==> src/sv/xstr_pkg.sv <==
// Package for the x86 string instruction step block.
// Holds opcode, width and prefix codes, flag bit positions and word types.
// No dependencies.
package xstr_pkg;

  localparam logic [1:0] OpMovs = 2'd0;
  localparam logic [1:0] OpCmps = 2'd1;
  localparam logic [1:0] OpScas = 2'd2;
  localparam logic [1:0] OpStos = 2'd3;

  localparam logic [1:0] WidthByte = 2'd0;
  localparam logic [1:0] WidthWord = 2'd1;

  localparam logic [1:0] PreNone  = 2'd0;
  localparam logic [1:0] PreRep   = 2'd1;
  localparam logic [1:0] PreRepz  = 2'd2;
  localparam logic [1:0] PreRepnz = 2'd3;

  localparam int unsigned CfBit = 0;
  localparam int unsigned PfBit = 2;
  localparam int unsigned AfBit = 4;
  localparam int unsigned ZfBit = 6;
  localparam int unsigned SfBit = 7;
  localparam int unsigned DfBit = 10;
  localparam int unsigned OfBit = 11;

  localparam logic [31:0] ArithFlags = 32'h0000_08D5;

  typedef struct packed {
    logic [1:0]  opcode;
    logic [1:0]  width_code;
    logic [1:0]  prefix;
    logic [31:0] source_address;
    logic [31:0] dest_address;
    logic [31:0] count_in;
    logic [31:0] accumulator;
    logic [31:0] flags_in;
    logic [31:0] source_data;
    logic [31:0] dest_data;
  } in_word_t;

  typedef struct packed {
    logic [31:0] next_source_address;
    logic [31:0] next_dest_address;
    logic [31:0] next_count;
    logic [31:0] flags_out;
    logic        write_enable;
    logic [31:0] write_address;
    logic [31:0] write_data;
    logic        repeat_again;
    logic        performed;
  } out_word_t;

endpackage

==> src/sv/xstr_exec.sv <==
// Combinational execution of one string instruction step.
// Pointer steps, compare flags, store request and repeat decision.
// Depends on xstr_pkg.
module xstr_exec import xstr_pkg::*; (
  input  in_word_t  word_i,
  output out_word_t word_o
);

  logic [31:0] mask, sign, delta, size;
  logic [31:0] a, b, r;
  logic [32:0] diff;
  logic [31:0] cmp_flags;
  logic        is_cmp, skip, zf;

  always_comb begin
    unique case (word_i.width_code)
      WidthByte: begin
        size = 32'd1; mask = 32'h0000_00FF; sign = 32'h0000_0080;
      end
      WidthWord: begin
        size = 32'd2; mask = 32'h0000_FFFF; sign = 32'h0000_8000;
      end
      default: begin
        size = 32'd4; mask = 32'hFFFF_FFFF; sign = 32'h8000_0000;
      end
    endcase
    delta = word_i.flags_in[DfBit] ? (32'd0 - size) : size;
  end

  assign is_cmp = (word_i.opcode == OpCmps) || (word_i.opcode == OpScas);
  assign skip   = (word_i.prefix != PreNone) && (word_i.count_in == 32'd0);

  assign a    = ((word_i.opcode == OpCmps) ? word_i.source_data : word_i.accumulator) & mask;
  assign b    = word_i.dest_data & mask;
  assign diff = {1'b0, a} - {1'b0, b};
  assign r    = diff[31:0] & mask;
  assign zf   = (r == 32'd0);

  always_comb begin
    cmp_flags        = word_i.flags_in & ~ArithFlags;
    cmp_flags[CfBit] = diff[32];
    cmp_flags[PfBit] = ~^r[7:0];
    cmp_flags[AfBit] = a[4] ^ b[4] ^ r[4];
    cmp_flags[ZfBit] = zf;
    cmp_flags[SfBit] = |(r & sign);
    cmp_flags[OfBit] = |((a ^ b) & (a ^ r) & sign);
  end

  always_comb begin
    word_o.next_source_address = word_i.source_address;
    word_o.next_dest_address   = word_i.dest_address;
    word_o.next_count          = word_i.count_in;
    word_o.flags_out           = word_i.flags_in;
    word_o.write_enable        = 1'b0;
    word_o.write_address       = 32'd0;
    word_o.write_data          = 32'd0;
    word_o.repeat_again        = 1'b0;
    word_o.performed           = ~skip;
    if (!skip) begin
      word_o.next_dest_address = word_i.dest_address + delta;
      if ((word_i.opcode == OpMovs) || (word_i.opcode == OpCmps)) begin
        word_o.next_source_address = word_i.source_address + delta;
      end
      if (is_cmp) begin
        word_o.flags_out = cmp_flags;
      end else begin
        word_o.write_enable  = 1'b1;
        word_o.write_address = word_i.dest_address;
        word_o.write_data    = ((word_i.opcode == OpMovs) ? word_i.source_data
                                                          : word_i.accumulator) & mask;
      end
      if (word_i.prefix != PreNone) begin
        word_o.next_count = word_i.count_in - 32'd1;
        if (!is_cmp) begin
          word_o.repeat_again = 1'b1;
        end else if (word_i.prefix == PreRepnz) begin
          word_o.repeat_again = ~zf;
        end else begin
          word_o.repeat_again = zf;
        end
      end
    end
  end

endmodule

==> src/sv/x86_string_instruction_step.sv <==
// x86 string instruction step: MOVS, CMPS, SCAS, STOS with repeat prefixes.
// Path from accepted input word to result word: input register, execution
// logic, result register; throughput one word per cycle when not stalled.
// Reset clears both stage valid bits; payload registers are not reset.
// Depends on xstr_pkg and xstr_exec.
module x86_string_instruction_step import xstr_pkg::*; (
  input  logic      clk_i,
  input  logic      rst_ni,
  input  logic      in_valid_i,
  output logic      in_stall_o,
  input  in_word_t  in_word_i,
  output logic      out_valid_o,
  input  logic      out_stall_i,
  output out_word_t out_word_o
);

  logic      s1_valid_q, s2_valid_q;
  in_word_t  s1_q;
  out_word_t s2_q, s2_d;
  logic      s2_ready, s1_ready;

  assign s2_ready   = ~s2_valid_q | ~out_stall_i;
  assign s1_ready   = ~s1_valid_q | s2_ready;
  assign in_stall_o = ~s1_ready;

  xstr_exec u_exec (
    .word_i (s1_q),
    .word_o (s2_d)
  );

  always_ff @(posedge clk_i or negedge rst_ni) begin
    if (!rst_ni) begin
      s1_valid_q <= 1'b0;
      s2_valid_q <= 1'b0;
    end else begin
      if (s1_ready) s1_valid_q <= in_valid_i;
      if (s2_ready) s2_valid_q <= s1_valid_q;
    end
  end

  always_ff @(posedge clk_i) begin
    if (s1_ready && in_valid_i) s1_q <= in_word_i;
    if (s2_ready && s1_valid_q) s2_q <= s2_d;
  end

  assign out_valid_o = s2_valid_q;
  assign out_word_o  = s2_q;

  a_stall_full: assert property (@(posedge clk_i) disable iff (!rst_ni)
    in_stall_o |-> (s1_valid_q && s2_valid_q && out_stall_i))
    else $error("input stalled without a full pipeline");

  a_s1_hold: assert property (@(posedge clk_i) disable iff (!rst_ni)
    (s1_valid_q && !s2_ready) |=> (s1_valid_q && $stable(s1_q)))
    else $error("held input word lost");

  a_skip_quiet: assert property (@(posedge clk_i) disable iff (!rst_ni)
    (out_valid_o && !out_word_o.performed)
      |-> (!out_word_o.write_enable && !out_word_o.repeat_again))
    else $error("skipped step produced a store or repeat");

  a_plain_no_repeat: assert property (@(posedge clk_i) disable iff (!rst_ni)
    (s1_valid_q && (s1_q.prefix == PreNone))
      |-> (s2_d.performed && !s2_d.repeat_again && (s2_d.next_count == s1_q.count_in)))
    else $error("unprefixed step repeated or changed the count");

endmodule

==> config.mk <==
export PLATFORM = sky130hd
export DESIGN_NAME = x86_string_instruction_step
export DESIGN_NICKNAME = d
export VERILOG_FILES = /design/src/sv/xstr_pkg.sv /design/src/sv/xstr_exec.sv /design/src/sv/x86_string_instruction_step.sv
export SDC_FILE = /design/constraint.sdc
export NUM_CORES = 1
export LEC_CHECK = 0
export ABC_CLOCK_PERIOD_IN_PS = 33400
export CAP_MARGIN = 20
export CORE_ASPECT_RATIO = 1.25
export CORE_UTILIZATION = 60
export CTS_BUF_LIST = sky130_fd_sc_hd__clkbuf_4
export DETAILED_ROUTE_END_ITERATION = 12
export DONT_BUFFER_PORTS = 1
export PLACE_DENSITY = 0.76
export SYNTH_ARGS = -nofsm -noshare
export SYNTH_HDL_FRONTEND = slang
export SYNTH_SLANG_ARGS = --single-unit
==> constraint.sdc <==
create_clock -name clk_i -period 33.4 [get_ports clk_i]
set_input_delay 0 -clock clk_i [delete_from_list [all_inputs] [get_ports clk_i]]
set_output_delay 0 -clock clk_i [all_outputs]
set_load 0.05 [all_outputs]
==> impl_results.md, run 1 <==
* Result of the run: aborted with a tool error
* Failed at: clock tree synthesis
* First Err: [ERROR RSZ-0060] Max buffer count reached.
* FFs w/ async S/R, synth at less than 1%
* Flops & latches, synth at roughly 430
* Yosys cell types at 87
* Die Wd at 168 um
* Port Buf Inserts at 0
* Post-synth top area share at between 60% and 70%
* IO Pins at 431
* Top-count cell post-synth: edfxtp_1
* Post CTS Setup Buffer Count at 0
* Clk buf depth at 3
* CTS root buf: clkbuf_4
* Syn Std Cell Area at 20700 sq um
* Htree depth at 3
* Commonest cells post-synth: edfxtp_1, nand2_1, ha_1, o21ai_0, nor2_1
* Syn Inst Count at 1588
* Num CTS Buffers at between 100 and 150
* Resize count post-CTS at 0
* Seq/Total Area, Yosys at ~62%
* Mapped Nets at 1927
* Gp weighted congestion at just under 1
* Cell accounting for the most synthesized area: edfxtp_1
* Main synth FF type: edfxtp_1
* Starting Density at slightly above 60%
* Die Y at 209 um
* Ys Warns at 0
* Mean Syn Cell Area at 13.0 sq um
* DPL Wire Length at 33300 um
* Synth area leaders: edfxtp_1, ha_1, mux2i_1, nand2_1, xor2_1
* Post-CTS Hold Fix Bufs at 434
* Clk sink count at 427
* EDFF count, synth at 425
* # rows at 75
-- stage by stage --
stage / area [sq um] / util, % / hold WS [ns] / instances / worst slack [ns]
after floorplan: 20700 / - / -0.296 / 1588 / 17.79
after global placement: 21200 / 62.7 / -0.296 / 1985 / 28.62
after detailed placement: 21200 / 62.7 / -0.296 / 1985 / 28.58
-- cell families after synthesis --
group	count (synthesis)	share of synthesized area [%]
buffers and inverters	84	1.58
AOI/OAI and AO/OA	339	10.7
DFF	427	62.0
xor gates and xnor gates	110	4.66
muxes	73	3.63
adders and majority gates	105	6.47
and+or+nand+nor	450	10.9
==> inputs of run 2 (changes only) <==
--- a/config.mk
+++ b/config.mk
@@ -7,12 +7,10 @@
 export LEC_CHECK = 0
 export ABC_CLOCK_PERIOD_IN_PS = 33400
 export CAP_MARGIN = 20
-export CORE_ASPECT_RATIO = 1.25
-export CORE_UTILIZATION = 60
-export CTS_BUF_LIST = sky130_fd_sc_hd__clkbuf_4
+export CORE_UTILIZATION = 40
 export DETAILED_ROUTE_END_ITERATION = 12
 export DONT_BUFFER_PORTS = 1
-export PLACE_DENSITY = 0.76
+export PLACE_DENSITY_LB_ADDON = 0.15
 export SYNTH_ARGS = -nofsm -noshare
 export SYNTH_HDL_FRONTEND = slang
 export SYNTH_SLANG_ARGS = --single-unit
==> run 2 against run 1 <==
The run now ends clean. Area after synthesis unchanged. Synthesized cell count unchanged.
==> impl_results.md, run 2 <==
* Minimum clock period after layout at 5.09 ns
* Seq/Total Area, Yosys at 62.0% (unchanged)
* Die Y at 229 um (+9.5%)
* Htree depth at 2 (-1)
* Clk sink count at 427 (unchanged)
* # rows at 82 (+9.3%)
* WP data arrival at 5.42 ns
* Worst-Margin Slew at 0.962 ns
* GRT Overall Usage at between 20% and 30%
* Post-synth top area share at 61.8% (unchanged)
* Post-CTS Hold Fix Bufs at 239 (-45%)
* First-pass GRT wire length at just over 80000 um
* Mean Syn Cell Area at 13.0 sq um (unchanged)
* Gp weighted congestion at 0.884 (-8.4%)
* Pwr per Cell Area at slightly below 60 nW/um^2
* GR Overflow Total at 0
* Crit start category: register
* Relative slew slack at 35.8%
* Max reg flops at 230
* Main synth FF type: edfxtp_1
* Final Cycle Share at 15.2%
* Area delta synth->final at 23.0%
* Vias in the first global route at 14000
* CP Data Required Time at 33.74 ns
* Resize count post-CTS at 0 (unchanged)
* Detailed Routing Iterations Pass 1 at 5
* Antenna Violating Nets Remaining at 0
* Post CTS Setup Buffer Count at 0 (unchanged)
* Commonest cells post-synth: edfxtp_1, nand2_1, ha_1, o21ai_0, nor2_1
* Setup WS post-layout at 28.31 ns
* Worst Skew at 0.0157 ns
* Mapped Nets at 1927 (unchanged)
* Leak pwr at approximately 9.5 nW
* Die Wd at 229 um (+36%)
* Largest net degree at the start of global routing at 74
* Initial antenna violation count at 1
* Via count at 13500
* Endpoints failing setup at 0
* Drt drc at 0
* Worst hold path class: in2reg
* Yosys cell types at 87 (unchanged)
* Crit Path Class: reg2reg
* Diode count at 0
* Syn Std Cell Area at 20700 sq um (unchanged)
* Ys Warns at 0 (unchanged)
* Top-count cell post-synth: edfxtp_1
* Clk buf depth at 3 (unchanged)
* DR vias/cell at 5.28
* Min Hold Slack at between 0.03 and 0.04 ns
* EDFF count, synth at 425 (unchanged)
* Critical-path maximum fanout at 33
* DRT iter0 DRCs at 788
* Result of the run: completed
* Drt wl/cell at approximately 21 um
* Max-cap violation count at 0
* Commonest non-fill, non-tap cell in the layout: edfxtp_1
* Clock-pin transition on the worst setup and hold timing paths at roughly 0.06 ns
* Place WS at 28.35 ns (-0.230 ns)
* DPL Wire Length at 37600 um (+13%)
* Synth area leaders: edfxtp_1, ha_1, mux2i_1, nand2_1, xor2_1
* Fmax at 0.197 GHz
* Max Slew Vio Count at 0
* IO Pins at 431 (unchanged)
* Syn Inst Count at 1588 (unchanged)
* Worst vdd ir at 0.0373 mV
* Starting Density at 40.9% (-20 points)
* CP Capture Type: register
* Cell accounting for the most synthesized area: edfxtp_1
* Share of layout cells above drive strength 1 at 7.42%
* Final Hold Fails at 0
* Setup TNS at 0 ns
* RSZ-0062 raised after global routing: no
* FFs w/ async S/R, synth at 0.468% (unchanged)
* CTS tree: done
* Overall routed net length at 53500 um
* Port Buf Inserts at 0 (unchanged)
* Num CTS Buffers at 47 (-54%)
* Worst-Skew Late Latency at ~0.58 ns
* CTS root buf: clkbuf_16
* Most frequent cells in the layout: edfxtp_1, dlygate4sd3_1, nand2_1
* Top reg by flops: s1_q
* Flops & latches, synth at 427 (unchanged)
* Final nets at approximately 2200
* Core ar. at 50600 sq um
* Die area at 52600 sq um
[run 2: cell counts after synthesis]
No cell type changed its count.
[run 2: metal layers]
metal,up-vias,track usage [%],share of wire (%)
met3,91,3.74,4.6
met1,6569,25.4,43
li1,6482,-,-
met5,-,0,0
met2,352,34.8,49
met4,0,6.46,2.6
[run 2: worst paths after layout]
kind	cells past startpoint	start	slack [ns]	end
min in group asynchronous	2	rst_ni	0.19	out_valid_o
setup / recovery	18	s1_q[229]	28.31	out_word_o[1]
max in group asynchronous	2	rst_ni	33.08	s1_valid_q
hold / removal	1	in_word_i[124]	0.04	s1_q[124]
setup reg to reg	18	s1_q[229]	28.31	out_word_o[1]
hold reg to reg	0	s1_q[78]	0.42	out_word_o[81]
[run 2: cell type report]
cell class | count | area [sq um]
clock inverters | 27 | 256
well taps | 672 | 841
fillers | 4383 | 25200
repair buffers | 253 | 2500
clock buffers | 58 | 1280
inverters | 44 | 165
multi-input cells | 1077 | 7560
flip-flops and latches | 427 | 12800
[run 2: cell families after synthesis]
family,after synthesis,synth area share (%)
xor gates and xnor gates,110,4.66
buffers and inverters,84,1.58
adders and majority gates,105,6.47
and+or+nand+nor,450,10.9
muxes,73,3.63
AOI/OAI and AO/OA,339,10.7
DFF,427,62.0
[run 2: through the flow]
stage               total power [mW]  std cells  cell area [sq um]  utilization (%)
floorplan                      0.931       1588              20700                -
global placement               0.974       2234              21500             42.5
detailed placement             0.976       2234              21500             42.5
CTS                             1.52       2558              25400             50.2
global route                    1.57       2558              25400             50.2
finish                          1.51       2558              25400             50.2
[run 2: worst max-delay path, cell delays in order, from the launching register on]
cell	delay (ns)
edfxtp_1	0.37
inv_1	0.09
ha_2	0.16
buf_4	0.52
mux2i_1	0.28
ha_1	0.19
inv_1	0.05
fa_1	0.40
a21o_1	0.24
a221oi_4	0.32
o211ai_2	0.20
a211o_1	0.37
a21bo_2	0.21
a41oi_1	0.34
o31ai_1	0.12
a21oi_1	0.24
xor2_1	0.37
nand2_1	0.12
o211a_1	0.25
[run 2: where the power goes]
| group | total, mW | switching, mW | internal [mW] |
|---|---|---|---|
| clock | 0.518 | 0.215 | 0.303 |
| combinational | 0.226 | 0.130 | 0.0961 |
| sequential | 0.762 | 0.111 | 0.651 |
Power figures use the tool's default switching activity.
==> inputs of run 3 (changes only) <==
--- a/config.mk
+++ b/config.mk
@@ -5,7 +5,7 @@
 export SDC_FILE = /design/constraint.sdc
 export NUM_CORES = 1
 export LEC_CHECK = 0
-export ABC_CLOCK_PERIOD_IN_PS = 33400
+export ABC_CLOCK_PERIOD_IN_PS = 4200
 export CAP_MARGIN = 20
 export CORE_UTILIZATION = 40
 export DETAILED_ROUTE_END_ITERATION = 12
==> constraint.sdc (replaced) <==
create_clock -name clk_i -period 4.2 [get_ports clk_i]
set_input_delay 0 -clock clk_i [delete_from_list [all_inputs] [get_ports clk_i]]
set_output_delay 0 -clock clk_i [all_outputs]
set_load 0.05 [all_outputs]
==> run 3 against run 2 <==
The run now ends with negative setup slack left. Die area unchanged. First-iteration DRC count down 12%. Via count up 3.2%. Design area up 6.2%. Global-route usage up 0.47 points. Non-clock buffer count up 139. Clock-buffer cell count down 1. Sequential share of layout area down 3.0 points. Fmax up 17%. Utilization up 3.1 points. Critical path type unchanged.
==> impl_results.md, run 3 (synthesized netlist as in run 2, its figures left out) <==
* Final Cell Area at 27000 sq um (+6.2%)
* Drt drc at 0 (unchanged)
* Area delta synth->final at 30.6%
* Num CTS Buffers at 47 (unchanged)
* Critical path cell sequence: inv_2 -> ha_4 -> buf_4 -> buf_4 -> mux2_2 -> ha_1 -> buf_4 -> a221oi_4 -> o211ai_2 -> buf_4 -> a211o_1 -> a21oi_4 -> o31ai_1 -> a211oi_2 -> o2111ai_2 -> nor4_4 -> nand2_1 -> o211a_1
* Max-cap violation count at 0 (unchanged)
* IO Pins at 431 (unchanged)
* Worst Skew at 0.0212 ns (+0.00554 ns)
* Failing checks: negative setup slack
* Setup WS post-layout at -0.149 ns (-28.46 ns)
* # rows at 82 (unchanged)
* Port Buf Inserts at 0 (unchanged)
* Critical path's top delay family: compound AO/OA/AOI/OAI gates
* Share of layout cells above drive strength 1 at 16.2% (+8.8 points)
* Detailed Routing Iterations Pass 1 at 5 (unchanged)
* Die area at 52600 sq um (unchanged)
* Top reg by flops: s1_q
* DRT iter0 DRCs at 694 (-12%)
* Clk sink count at 427 (unchanged)
* Core ar. at 50600 sq um (unchanged)
* CTS tree: done
* Final Cycle Share at 104% (+88 points)
* WP data arrival at 4.68 ns (-0.74 ns)
* Drt wl/cell at 20.5 um (-2.3%)
* Relative slew slack at 49.3% (+13 points)
* Final Hold Fails at 0 (unchanged)
* Place WS at -0.288 ns (-28.63 ns)
* Commonest non-fill, non-tap cell in the layout: edfxtp_1
* Worst-Margin Slew at 0.759 ns (-0.204 ns)
* Crit path top cell by count: buf_4
* Finished Core Util at 53.4% (+3.1 points)
* CP Capture Type: register
* RSZ-0062 raised after global routing: yes
* Htree depth at 2 (unchanged)
* Slowest cell on crit path: edfxtp_1
* Clk buf depth at 3 (unchanged)
* Crit Path Class: reg2reg
* Via count at 13900 (+3.2%)
* Antenna Violating Nets Remaining at 0 (unchanged)
* Clock-pin transition on the worst setup and hold timing paths at 0.06 ns (about the same)
* Most frequent cells in the layout: edfxtp_1, dlygate4sd3_1, nand2_1
* Leak pwr at 10.3 nW (+8.3%)
* Worst vdd ir at 0.326 mV (+770%)
* Final nets at 2328 (+6.3%)
* Largest net degree at the start of global routing at 74 (unchanged)
* Bufs and invs on worst path at 5 (+2)
* CP peak stage delay at 0.37 ns (-0.15 ns)
* Crit start category: register
* Endpoints failing setup at 2 (+2)
* Minimum clock period after layout at 4.35 ns (-0.740 ns)
* Worst-Skew Late Latency at 0.59 ns (about the same)
* Pwr per Cell Area at 459 nW/um^2 (+670%)
* GRT Overall Usage at 20.6% (+0.47 points)
* Die Y at 229 um (unchanged)
* Critical-path maximum fanout at 7 (-79%)
* Die Wd at 229 um (unchanged)
* GR Overflow Total at 0 (unchanged)
* Worst hold path class: in2reg
* Gp weighted congestion at 0.881 (-0.33%)
* Starting Density at 40.9% (unchanged)
* Vias in the first global route at 14300 (+2.4%)
* Overall routed net length at 55200 um (+3.2%)
* R2R Setup Slk at -0.15 ns (-28.46 ns)
* DPL Wire Length at 39800 um (+5.7%)
* Fmax at 0.230 GHz (+17%)
* Max reg flops at 230 (unchanged)
* Area after DPL at 22400 sq um (+4.3%)
* DR vias/cell at 5.16 (-2.3%)
* Max Slew Vio Count at 0 (unchanged)
* Result of the run: finished with violations
* Min Hold Slack at 0.0393 ns (+0.00130 ns)
* Initial antenna violation count at 2 (+1)
* CTS root buf: clkbuf_16
* Tot Pwr at 12.4 mW (+720%)
* CP Data Required Time at 4.53 ns (-29.21 ns)
* First-pass GRT wire length at 83500 um (+2.4%)
run 3: cell count changes in the layout (fill, tap and decap cells not counted), moves of 4 or more:
cell and change:
buf_4 +126, a211oi_1 -5, nor3_1 -5, clkbuf_8 -4, nor3_2 +4, buf_12 +10
ha_1 -6, o21ai_0 -16, a211oi_2 +5, o21ai_1 +13, a21oi_2 +9, a21oi_1 -10
run 3: area by class of cell:
type	instances	area, sq um
antenna	2	5.00
clock buffer	57	1230
clock inverter	29	308
fill	4303	23600
inverter	44	168
multi-input combinational	1077	7930
sequential	427	12800
tap	672	841
timing repair buffer	392	3690
run 3: stage by stage:
| stage | TNS, ns | cells |
|---|---|---|
| after floorplan | -6.46 | 1588 |
| after global placement | -0.463 | 2336 |
| after detailed placement | -0.518 | 2336 |
| after CTS | -0.00958 | 2673 |
| after global routing | -0.858 | 2700 |
| final | -0.214 | 2700 |
run 3: report_power, final:
part | switching (mW) | internal, mW | leakage [nW]
sequential | 0.884 | 5.17 | 4.12
combinational | 1.16 | 1.01 | 5.39
clock | 1.69 | 2.46 | 0.752
run 3: worst paths after layout:
| path | from | end | cells past startpoint |
|---|---|---|---|
| worst max-delay path | s1_q[229] | out_word_o[1] | 18 |
| worst min-delay path | in_word_i[124] | s1_q[124] | 1 |
| worst max register to register | s1_q[229] | out_word_o[1] | 18 |
| worst min register to register | s1_q[83] | out_word_o[86] | 0 |
| max in group asynchronous | rst_ni | out_valid_o | 2 |
| min in group asynchronous | rst_ni | s1_valid_q | 2 |
run 3: worst reg2reg max path, cell delays in order (launching register included):
cell and delay (ns):
edfxtp_1 0.37, inv_2 0.08, ha_4 0.21, buf_4 0.13, buf_4 0.12, mux2_2 0.33
ha_1 0.32, buf_4 0.17, a221oi_4 0.35, o211ai_2 0.16, buf_4 0.17, a211o_1 0.31
a21oi_4 0.20, o31ai_1 0.10, a211oi_2 0.25, o2111ai_2 0.18, nor4_4 0.32, nand2_1 0.12
o211a_1 0.25
run 3: layer usage:
layer / GRT usage (%) / share of wire [%] / vias up / wire (um)
li1: - / - / 6791 / -
met1: 25.7 / 42 / 6695 / 23400
met2: 36.0 / 50 / 362 / 27800
met3: 4.11 / 5.2 / 72 / 2880
met4: 6.27 / 2.2 / 0 / 1240
met5: 0 / 0 / - / 0
run 3: timing repair:
item	CTS	global route
resized for setup	21	44
setup buffers	11	25
cloned	0	1
hold endpoints to repair	347	0
setup endpoints to repair	4	12
hold buffers	240	0
pin swaps	18	32
==> inputs of run 4 (changes only) <==
--- a/config.mk
+++ b/config.mk
@@ -7,10 +7,12 @@
 export LEC_CHECK = 0
 export ABC_CLOCK_PERIOD_IN_PS = 4200
 export CAP_MARGIN = 20
+export CORE_MARGIN = 3
 export CORE_UTILIZATION = 40
 export DETAILED_ROUTE_END_ITERATION = 12
 export DONT_BUFFER_PORTS = 1
 export PLACE_DENSITY_LB_ADDON = 0.15
+export SKIP_LAST_GASP = 1
 export SYNTH_ARGS = -nofsm -noshare
 export SYNTH_HDL_FRONTEND = slang
 export SYNTH_SLANG_ARGS = --single-unit
==> run 4 against run 3 <==
The run still ends with negative setup slack left. Sequential power hardly changed. Critical endpoint unchanged. Register-to-register slack better by 0.15 ns. Critical path depth is 1 lower. Largest cell class unchanged. Sequential share of layout area is 0.19 points higher. Largest power group unchanged. Cell count is 0.78% lower. Flip-flop and latch count stayed put. Combinational power is 2% lower. Highest routed layer is now met5. Critical path type unchanged. Via count is 0.10% higher.
==> impl_results.md, run 4 (synthesized netlist as in run 2, its figures left out) <==
* Final Cycle Share at 100% (-3.5 points)
* CP Capture Type: register
* Worst Skew at 0.0135 ns (-0.00771 ns)
* Max Slew Vio Count at 0 (unchanged)
* CP Data Required Time at 4.65 ns (+0.12 ns)
* Crit Path Class: reg2reg
* Crit start category: register
* Starting Density at 40.9% (unchanged)
* Leak pwr at 10.2 nW (-0.54%)
* Drt drc at 0 (unchanged)
* # rows at 82 (unchanged)
* First-pass GRT wire length at 84800 um (+1.6%)
* Commonest non-fill, non-tap cell in the layout: edfxtp_1
* Via count at 13900 (+0.10%)
* Final nets at 2306 (-0.95%)
* Max reg flops at 230 (unchanged)
* Worst-Margin Slew at 0.900 ns (+0.141 ns)
* Drt wl/cell at 21.1 um (+3.2%)
* Port Buf Inserts at 0 (unchanged)
* Setup WS post-layout at -0.000340 ns (+0.148 ns)
* Slowest cell on crit path: edfxtp_1
* Detailed Routing Iterations Pass 1 at 4 (-1)
* RSZ-0062 raised after global routing: yes
* CTS root buf: clkbuf_16
* Worst vdd ir at 0.367 mV (+13%)
* Top reg by flops: s1_q
* Clk buf depth at 3 (unchanged)
* Endpoints failing setup at 1 (-1)
* Initial antenna violation count at 2 (unchanged)
* Result of the run: finished with violations
* Clock-pin transition on the worst setup and hold timing paths at 0.06 ns (about the same)
* DPL Wire Length at 40900 um (+2.8%)
* Core ar. at 50600 sq um (unchanged)
* Htree depth at 2 (unchanged)
* Antenna Violating Nets Remaining at 0 (unchanged)
* CP peak stage delay at 0.39 ns (+0.02 ns)
* Area delta synth->final at 30.1%
* Die Wd at 233 um (+1.7%)
* Share of layout cells above drive strength 1 at 15.1% (-1.2 points)
* Relative slew slack at 39.8% (-9.5 points)
* Worst-Skew Late Latency at 0.58 ns (about the same)
* Largest net degree at the start of global routing at 62 (-16%)
* Die area at 54400 sq um (+3.5%)
* Fmax at 0.238 GHz (+3.5%)
* Vias in the first global route at 14300 (+0.021%)
* Most frequent cells in the layout: edfxtp_1, dlygate4sd3_1, nand2_1
* Critical-path maximum fanout at 7 (unchanged)
* Min Hold Slack at 0.0495 ns (+0.0102 ns)
* Pwr per Cell Area at 469 nW/um^2 (+2.2%)
* Clk sink count at 427 (unchanged)
* Max-cap violation count at 0 (unchanged)
* Critical path cell sequence: inv_2 -> ha_4 -> buf_4 -> mux2_2 -> ha_1 -> a21o_1 -> a221oi_4 -> buf_4 -> xor2_1 -> ha_1 -> and4_1 -> o2111ai_1 -> nor3_1 -> a32o_2 -> mux2_2 -> a21oi_1 -> o211a_1
* IO Pins at 431 (unchanged)
* GRT Overall Usage at 20.3% (-0.28 points)
* Die Y at 233 um (+1.7%)
* DR vias/cell at 5.20 (+0.89%)
* Failing checks: negative setup slack
* Minimum clock period after layout at 4.20 ns (-0.148 ns)
* Place WS at -0.355 ns (-0.0676 ns)
* CTS tree: done
* WP data arrival at 4.65 ns (-0.03 ns)
* Worst hold path class: in2reg
* Overall routed net length at 56500 um (+2.4%)
* GR Overflow Total at 0 (unchanged)
* Final Hold Fails at 0 (unchanged)
* Gp weighted congestion at 0.884 (+0.31%)
* DRT iter0 DRCs at 720 (+3.7%)
* Num CTS Buffers at 47 (unchanged)
run 4: critical path: cells and delay by family (launching register included):
family	cells	cell delay [ns]
mux	2	0.67
xor+xnor	1	0.14
flops	1	0.39
simple gates	2	0.55
fa+ha+maj	3	0.64
buf+inv	3	0.39
compound gates	6	1.27
run 4: power breakdown:
group          internal [mW]  switching, mW
sequential              5.17          0.893
combinational          0.986           1.15
clock                   2.69           1.71
total                   8.85           3.75
run 4: metrics by stage:
stage	utilization, %	power (mW)	instance area (sq um)	std cells	setup TNS, ns
2_1_floorplan	-	7.33	20800	1588	-6.46
3_3_place_gp	44.4	7.99	22500	2339	-0.596
3_5_place_dp	44.4	8.00	22500	2340	-0.753
4_1_cts	52.8	12.7	26700	2675	-0.0586
5_1_grt	53.1	13.1	26900	2679	-0.427
6_report	53.1	12.6	26900	2679	-0.000340
run 4: cell type report:
cell class / instances / area [sq um]
clock inverter: 25 / 348
sequential: 427 / 12800
timing repair buffer: 370 / 3530
antenna: 1 / 2.50
clock buffer: 63 / 1310
multi-input combinational: 1077 / 7880
inverter: 44 / 165
tap: 672 / 841
fill: 4161 / 23700
run 4: worst paths after layout:
path | slack, ns | start | depth (start not counted) | end
setup reg to reg | -0.0003 | s1_q[229] | 17 | out_word_o[1]
min in group asynchronous | 0.27 | rst_ni | 2 | s1_valid_q
hold / removal | 0.05 | in_word_i[141] | 1 | s1_q[141]
max in group asynchronous | 3.77 | rst_ni | 2 | out_valid_o
hold reg to reg | 0.42 | s1_q[72] | 0 | out_word_o[75]
setup / recovery | -0.0003 | s1_q[229] | 17 | out_word_o[1]
run 4: routing by layer:
metal / GRT usage, % / routed length [um]
met3: 4.05 / 2940
met2: 35.7 / 28800
met4: 6.33 / 1460
met1: 25.3 / 23400
met5: 0 / 7
run 4: repair_timing:
action	CTS	global route
resized for setup	22	29
buffers inserted	3	4
pin swaps	16	15
hold buffers	244	0
hold endpoints to repair	253	0
setup endpoints to repair	4	18
